### config.mk
export PLATFORM = sky130hd
export DESIGN_NAME = eit_event_loop_offset_check_core
export DESIGN_NICKNAME = d
export VERILOG_FILES = /design/src/hw/rtl/eloc_pkg.sv /design/src/hw/rtl/eloc_tracker.sv /design/src/hw/rtl/eit_event_loop_offset_check_core.sv
export SDC_FILE = /design/constraint.sdc
export NUM_CORES = 1
export LEC_CHECK = 0
export BUFFER_PORTS_ARGS = -buffer_cell sky130_fd_sc_hd__buf_2
export CAP_MARGIN = 40
export CORE_UTILIZATION = 50
export DETAILED_ROUTE_END_ITERATION = 16
export PLACE_DENSITY = 0.68
export REMOVE_ABC_BUFFERS = 1
export SYNTH_ARGS = -nofsm -noshare
export SYNTH_HDL_FRONTEND = slang
export SYNTH_SLANG_ARGS = --single-unit
### constraint.sdc
create_clock -name clk -period 4.3 [get_ports clk]
set_clock_uncertainty 0.2 [all_clocks]
set_input_delay 0.215 -clock clk [delete_from_list [all_inputs] [get_ports clk]]
set_output_delay 0.215 -clock clk [all_outputs]
set_load 0.01 [all_outputs]
### src/hw/rtl/eloc_pkg.sv
// shared types and constants for the event loop offset check
`timescale 1ns / 1ps
`default_nettype none

package eloc_pkg;

    localparam int IDX_W      = 13;
    localparam int SEC_LEN_W  = 12;
    localparam int REM_W      = 14;
    localparam int NIB_W      = 4;
    localparam int OFS_W      = 4;

    localparam int HDR_BYTES      = 12;
    localparam int MAX_LOOP_BYTES = 4096;
    localparam int DLEN_HI_POS    = 10;
    localparam int DLEN_LO_POS    = 11;

    localparam logic [OFS_W-1:0] OFS_PRIMARY   = OFS_W'(14);
    localparam logic [OFS_W-1:0] OFS_SECONDARY = OFS_W'(13);
    localparam logic [OFS_W-1:0] OFS_NONE      = '0;

    localparam logic [IDX_W-1:0] IDX_LEN_HI = IDX_W'(1);
    localparam logic [IDX_W-1:0] IDX_LEN_LO = IDX_W'(2);

    typedef logic [IDX_W-1:0]        idx_t;
    typedef logic [SEC_LEN_W-1:0]    sec_len_t;
    typedef logic signed [REM_W-1:0] rem_t;

    typedef struct packed {
        logic     adv;
        logic     load;
        logic     walk;
        logic     clear;
        idx_t     idx;
        logic [7:0] data;
        sec_len_t sec_len;
    } trk_ctl_t;

endpackage

`default_nettype wire

### src/hw/rtl/eloc_tracker.sv
// one event loop walker for a single candidate start offset
`timescale 1ns / 1ps
`default_nettype none

module eloc_tracker
    import eloc_pkg::*;
(
    input  wire logic     clk,
    input  wire logic     rst_n,
    input  wire trk_ctl_t ctl,
    input  wire idx_t     start_pos,
    output logic          done_ok
);

    idx_t                   pos_reg, pos_next;
    rem_t                   rem_reg, rem_next;
    logic [NIB_W-1:0]       nib_reg, nib_next;
    logic                   alive_reg, alive_next;

    idx_t                   pos_proc;
    rem_t                   rem_proc;
    logic [NIB_W-1:0]       nib_proc;
    logic                   alive_proc;

    rem_t                   rem_load;
    rem_t                   rem_sub;
    idx_t                   pos_add;
    logic [SEC_LEN_W-1:0]   dlen;
    logic [REM_W-1:0]       dlen_ext;
    logic                   walk_act;
    logic                   hit_hi;
    logic                   hit_lo;
    logic                   too_long;

    function automatic logic judge_ok(rem_t r);
        logic bad;
        bad = (r < 0) || (r >= $signed(REM_W'(MAX_LOOP_BYTES)))
            || ((r > 0) && (r < $signed(REM_W'(HDR_BYTES))));
        return !bad;
    endfunction

    assign dlen     = {nib_reg, ctl.data};
    assign dlen_ext = {{(REM_W-SEC_LEN_W){1'b0}}, dlen};
    assign rem_load = $signed({{(REM_W-SEC_LEN_W){1'b0}}, ctl.sec_len})
                    - $signed({{(REM_W-IDX_W){1'b0}}, start_pos})
                    - $signed(REM_W'(1));
    assign rem_sub  = rem_reg - $signed(REM_W'(HDR_BYTES) + dlen_ext);
    assign pos_add  = pos_reg + IDX_W'(HDR_BYTES) + IDX_W'(dlen);
    assign walk_act = ctl.walk && alive_reg && (rem_reg > 0);
    assign hit_hi   = {1'b0, ctl.idx} == ({1'b0, pos_reg} + (IDX_W+1)'(DLEN_HI_POS));
    assign hit_lo   = {1'b0, ctl.idx} == ({1'b0, pos_reg} + (IDX_W+1)'(DLEN_LO_POS));
    assign too_long = $signed(dlen_ext) > rem_reg;

    // apply the current byte
    always_comb
    begin
        pos_proc   = pos_reg;
        rem_proc   = rem_reg;
        nib_proc   = nib_reg;
        alive_proc = alive_reg;
        if (ctl.load)
        begin
            rem_proc   = rem_load;
            alive_proc = alive_reg && judge_ok(rem_load);
        end
        else if (walk_act)
        begin
            if (hit_hi)
            begin
                nib_proc = ctl.data[NIB_W-1:0];
            end
            else if (hit_lo)
            begin
                if (too_long)
                begin
                    alive_proc = 1'b0;
                end
                else
                begin
                    rem_proc   = rem_sub;
                    pos_proc   = pos_add;
                    alive_proc = judge_ok(rem_sub);
                end
            end
        end
    end

    assign done_ok = alive_proc && (rem_proc == 0);

    // end of section returns to the idle values
    always_comb
    begin
        if (ctl.clear)
        begin
            pos_next   = start_pos;
            rem_next   = '0;
            nib_next   = '0;
            alive_next = 1'b1;
        end
        else
        begin
            pos_next   = pos_proc;
            rem_next   = rem_proc;
            nib_next   = nib_proc;
            alive_next = alive_proc;
        end
    end

    always_ff @(posedge clk or negedge rst_n)
    begin
        if (!rst_n)
        begin
            pos_reg   <= start_pos;
            rem_reg   <= '0;
            nib_reg   <= '0;
            alive_reg <= 1'b1;
        end
        else if (ctl.adv)
        begin
            pos_reg   <= pos_next;
            rem_reg   <= rem_next;
            nib_reg   <= nib_next;
            alive_reg <= alive_next;
        end
    end

endmodule

`default_nettype wire

### src/hw/rtl/eit_event_loop_offset_check_core.sv
// top level of the event information table event loop offset check
// takes one section byte per request on the slave side and, on the byte marked
// tlast, returns one result request: the event loop offset (14 or 13, 14 checked
// first) with found set, or offset 0 with found clear when neither candidate
// walks the event headers to exactly the section end. one byte is accepted
// every cycle unless a last byte waits behind an untaken result. a last byte sits
// in the input register, and the tracker update loads the result register as that
// byte leaves it. the result register lets input keep flowing while a result waits;
// only a second last byte arriving behind an untaken result holds the input.
// after each result all internal state is back at its idle values, so sections
// may follow one another directly. no configuration, no start-up sweep.
`timescale 1ns / 1ps
`default_nettype none

module eit_event_loop_offset_check_core
    import eloc_pkg::*;
(
    input  wire logic       clk,
    input  wire logic       rst_n,
    input  wire logic       s_axis_tvalid,
    output logic            s_axis_tready,
    input  wire logic [7:0] s_axis_tdata,   // [7:0] data_byte
    input  wire logic       s_axis_tlast,   // last_byte
    output logic            m_axis_tvalid,
    input  wire logic       m_axis_tready,
    output logic [7:0]      m_axis_tdata    // [3:0] loop_offset, [4] found, [7:5] zero
);

    // input register
    logic       s1_vld_reg, s1_vld_next;
    logic [7:0] s1_data_reg;
    logic       s1_last_reg;
    logic       s1_adv;
    logic       in_acc;

    // section position and length
    idx_t     idx_reg, idx_next;
    sec_len_t sl_reg, sl_next;

    // result register
    logic             out_vld_reg, out_vld_next;
    logic [OFS_W-1:0] ofs_reg, ofs_next;
    logic             found_reg, found_next;

    trk_ctl_t ctl;
    logic     ok_primary;
    logic     ok_secondary;
    logic     past_len;

    // a byte leaves the input register unless it is a last byte facing a full result slot that is not taken
    assign s1_adv        = s1_vld_reg && (!s1_last_reg || !out_vld_reg || m_axis_tready);
    assign s_axis_tready = !s1_vld_reg || s1_adv;
    assign in_acc        = s_axis_tvalid && s_axis_tready;
    assign s1_vld_next   = in_acc ? 1'b1 : (s1_adv ? 1'b0 : s1_vld_reg);

    assign past_len = idx_reg > IDX_LEN_LO;

    assign ctl.adv     = s1_adv;
    assign ctl.load    = idx_reg == IDX_LEN_LO;
    assign ctl.walk    = past_len;
    assign ctl.clear   = s1_last_reg;
    assign ctl.idx     = idx_reg;
    assign ctl.data    = s1_data_reg;
    assign ctl.sec_len = sl_reg | {{(SEC_LEN_W-8){1'b0}}, s1_data_reg};

    eloc_tracker u_trk_primary (
        .clk       (clk),
        .rst_n     (rst_n),
        .ctl       (ctl),
        .start_pos (IDX_W'(OFS_PRIMARY)),
        .done_ok   (ok_primary)
    );

    eloc_tracker u_trk_secondary (
        .clk       (clk),
        .rst_n     (rst_n),
        .ctl       (ctl),
        .start_pos (IDX_W'(OFS_SECONDARY)),
        .done_ok   (ok_secondary)
    );

    // byte counter saturates, length taken from bytes 1 and 2
    always_comb
    begin
        idx_next = (idx_reg == '1) ? idx_reg : idx_reg + IDX_W'(1);
        sl_next  = sl_reg;
        if (idx_reg == IDX_LEN_HI)
        begin
            sl_next = {s1_data_reg[NIB_W-1:0], 8'h00};
        end
        else if (idx_reg == IDX_LEN_LO)
        begin
            sl_next = ctl.sec_len;
        end
        if (s1_last_reg)
        begin
            idx_next = '0;
            sl_next  = '0;
        end
    end

    // primary offset wins when both candidates close
    always_comb
    begin
        ofs_next   = ofs_reg;
        found_next = found_reg;
        if (s1_adv && s1_last_reg)
        begin
            if (past_len && ok_primary)
            begin
                ofs_next = OFS_PRIMARY;
            end
            else if (past_len && ok_secondary)
            begin
                ofs_next = OFS_SECONDARY;
            end
            else
            begin
                ofs_next = OFS_NONE;
            end
            found_next = past_len && (ok_primary || ok_secondary);
        end
    end

    always_comb
    begin
        if (s1_adv && s1_last_reg)
        begin
            out_vld_next = 1'b1;
        end
        else if (m_axis_tready)
        begin
            out_vld_next = 1'b0;
        end
        else
        begin
            out_vld_next = out_vld_reg;
        end
    end

    always_ff @(posedge clk or negedge rst_n)
    begin
        if (!rst_n)
        begin
            s1_vld_reg  <= 1'b0;
            out_vld_reg <= 1'b0;
            idx_reg     <= '0;
            sl_reg      <= '0;
        end
        else
        begin
            s1_vld_reg  <= s1_vld_next;
            out_vld_reg <= out_vld_next;
            if (s1_adv)
            begin
                idx_reg <= idx_next;
                sl_reg  <= sl_next;
            end
        end
    end

    // payload registers
    always_ff @(posedge clk)
    begin
        if (in_acc)
        begin
            s1_data_reg <= s_axis_tdata;
            s1_last_reg <= s_axis_tlast;
        end
        ofs_reg   <= ofs_next;
        found_reg <= found_next;
    end

    assign m_axis_tvalid = out_vld_reg;
    assign m_axis_tdata  = {3'b000, found_reg, ofs_reg};

endmodule

`default_nettype wire

==> flow_metrics.env <==
export IMPL_seqPwrFrac_pct=30.2
export IMPL_setup_worst_path_class="reg -> reg"
export IMPL_syn_area_per_cell_sq_um=8.11
export IMPL_ys_types=98
export IMPL_syn_to_final_growth_pct=13.1
export IMPL_cts_inserted_buffers=9
export IMPL_wire_per_inst_um=22.2
export IMPL_finalHoldViolations=0
export IMPL_intPower_w=0.00230
export IMPL_fmaxAchievable_mhz=242
export IMPL_dp_cells=1713
export IMPL_fin_crit_ns=4.14
export IMPL_rsz0062_at_grt="true"
export IMPL_top_usage_layer="met2"
export IMPL_netlist_instances=1379
export IMPL_n_antenna_cell=0
export IMPL_path_max_fanout=5
export IMPL_place_area_sq_um=12200
export IMPL_switchingPower_w=0.00168
export IMPL_slew_headroom_pct=40.1
export IMPL_via_per_inst=6.38
export IMPL_grt_pass1_wl_um=59400
export IMPL_cap_violations=0
export IMPL_use_met2_pct=53.7
export IMPL_root_buffer="clkbuf_16"
export IMPL_crit_path_start_kind="flip-flop"
export IMPL_synthArstFlopShare_pct=87.5
export IMPL_cts_tree="yes"
export IMPL_drt_drc_violations_left=0
export IMPL_tightest_slew_ns=0.896
export IMPL_leakage_nw=5.44
export IMPL_ant_nets=0
export IMPL_start_util_pct=51.1
export IMPL_power_switching_share_pct=42.2
export IMPL_fin_nets=1583
export IMPL_rr_startpoint="s1_data_reg[0]"
export IMPL_pwr_share_clk_pct=22.0
export IMPL_ys_ff_latch=104
export IMPL_finalWorstSetupSlack_ns=0.161
export IMPL_dr_pass1_iters=5
export IMPL_fin_crit_sh_pct=96.3
export IMPL_grtUsageMet3_pct=7.13
export IMPL_dieHeight_um=152
export IMPL_required_ns=4.33
export IMPL_cp_end_kind="flip-flop"
export IMPL_slew_violations=0
export IMPL_finalNonFillerCells=1742
export IMPL_clockBufferDepth=2
export IMPL_clock_sinks=104
export IMPL_worstReg2RegEnd="ofs_reg[0]"
export IMPL_core_area_sq_um=21900
export IMPL_synth_area_leader_cell="dfrtp_1"
export IMPL_drive_above_1_share_pct=13.7
export IMPL_seq_area_frac_synth_pct=23.9
export IMPL_hold_slack_ns=0.0488
export IMPL_synth_edf_count=13
export IMPL_setup_violations_final=0
export IMPL_peakVddDrop_mv=0.214
export IMPL_dpl_worst_slack_ns=0.0928
export IMPL_yosysWarnings=0
export IMPL_synth_main_ff_cell="dfrtp_1"
export IMPL_io_pins=23
export IMPL_overflow=0
export IMPL_detail_route_iter0_violations=1130
export IMPL_num_vias=11111
export IMPL_postRouteWirelength_um=38600
export IMPL_hp_class="in -> async"
export IMPL_die_area_sq_um=23000
export IMPL_stdcell_area_sq_um=12700
export IMPL_clkLatencyLatePin_ns=0.37
export IMPL_numPortBuffers=19
export IMPL_ctsHtreeMaxLevel=3
export IMPL_syn_area_sq_um=11200
export IMPL_status="finished, final reports clean"
export IMPL_rows=54
export IMPL_comb_power_share_pct=47.7
export IMPL_synth_area_leaders="dfrtp_1 (19%), ha_1 (12%), xnor2_1 (5.6%)"
export IMPL_dp_hpwl_um=29800
export IMPL_antenna_found_initial=0
export IMPL_p_total_w=0.00397
export IMPL_clk_pin_slew_ns=0.08
export IMPL_met1_usage_pct=47.1
export IMPL_grt_start_max_net_pins=53
export IMPL_globalplace_congestion=1.00
export IMPL_grt_pass1_vias=10425
export IMPL_synth_top_area_share_pct=18.6
export IMPL_power_density_nw_per_um2=314
export IMPL_regToRegSetupSlack_ns=0.16
export IMPL_grt_usage_pct=34.2
export IMPL_rr_worst_depth=16
export IMPL_die_w_um=152
export IMPL_arrival_ns=4.17
kinds of logic after synthesis:
| kind of cell | synth area share (%) |
|---|---|
| DFF | 23.9 |
| adders and majority gates | 13.2 |
| other | 0.0335 |
| muxes | 1.38 |
| AOI/OAI and AO/OA | 23.2 |
| xor gates and xnor gates | 11.1 |
| and+or+nand+nor | 21.4 |
| buffers and inverters | 5.70 |
layout make-up:
class	instances	area (sq um)
multi-input cells	1121	7970
clock buffers	11	233
fillers	2054	9240
inverters	81	304
flip-flops and latches	104	2680
repair buffers	140	1070
clock inverters	5	56.3
well taps	280	350
cells in the final DEF, fill, tap and decap left out, types with 17 or more instances in the layout:
master and n:
a21oi_1 85, and3_1 18, buf_2 18, buf_4 108, dfrtp_1 83, ha_1 109, inv_1 80, nand2_1 109
nand2b_1 17, nand3_1 34, nand4_1 27, nor2_1 102, nor3_1 35, nor4_1 18, o21ai_0 81, o22ai_1 24
xnor2_1 72, xor2_1 63
power groups by stage:
stage	Combinational (W)	Clock, W	Sequential (W)
detailed placement	0.00180	0	0.00122
global placement	0.00179	0	0.00121
floorplan	0.00116	0	0.00120
CTS	0.00182	0.000872	0.00120
finish	0.00190	0.000875	0.00120
global route	0.00205	0.000916	0.00121
what timing repair did:
| action | in CTS | in global routing |
|---|---|---|
| endpoints found under the hold margin | 69 | 0 |
| buffers inserted | 0 | 1 |
| setup endpoints to repair | 0 | 4 |
| hold buffers | 12 | 0 |
| gates resized for setup | 0 | 17 |
per-stage QoR:
stage,setup TNS (ns),utilization (%)
finish,0,57.8
global route,-0.0413,57.8
CTS,0,57.4
detailed placement,0,55.5
global placement,0,55.4
floorplan,0,-
cell usage after synthesis (20+ instances only):
master,count
ha_1,109
inv_1,80
nor4_1,20
nand4_1,27
nor2_1,102
o22ai_1,24
buf_2,27
o21ai_0,81
xnor2_1,72
xor2_1,63
nand3_1,34
dfrtp_1,83
clkbuf_1,36
nor3_1,36
a21oi_1,87
nand2_1,109
worst max-delay path, cell delays in order, from the launching register on:
cell,delay [ns]
edfxtp_1,0.47
buf_4,0.17
ha_1,0.17
inv_1,0.05
fa_1,0.40
nor2b_1,0.16
o31a_1,0.29
or3_1,0.35
a221o_1,0.34
a41oi_2,0.17
buf_4,0.14
xor2_1,0.21
nand2_1,0.09
o311ai_0,0.15
nand3_1,0.21
nor3_4,0.26
nor2b_2,0.17
worst max-delay path by stage:
stage | start | to | slack (ns) | cells past startpoint
floorplan | s1_data_reg[2] | found_reg | 0.27 | 14
global placement | u_trk_primary.pos_reg[1] | ofs_reg[0] | 0.12 | 13
detailed placement | u_trk_primary.pos_reg[1] | ofs_reg[0] | 0.09 | 13
CTS | u_trk_primary.pos_reg[1] | ofs_reg[0] | 0.07 | 13
global route | u_trk_primary.pos_reg[2] | ofs_reg[0] | -0.03 | 12
finish | s1_data_reg[0] | ofs_reg[0] | 0.16 | 16
layer usage:
layer  routed length, um  vias up
li1                    -     5199
met1               17300     5357
met2               17200      484
met3                3110       71
met4                1040        0
met5                   0        -
Power figures use the tool's default switching activity.
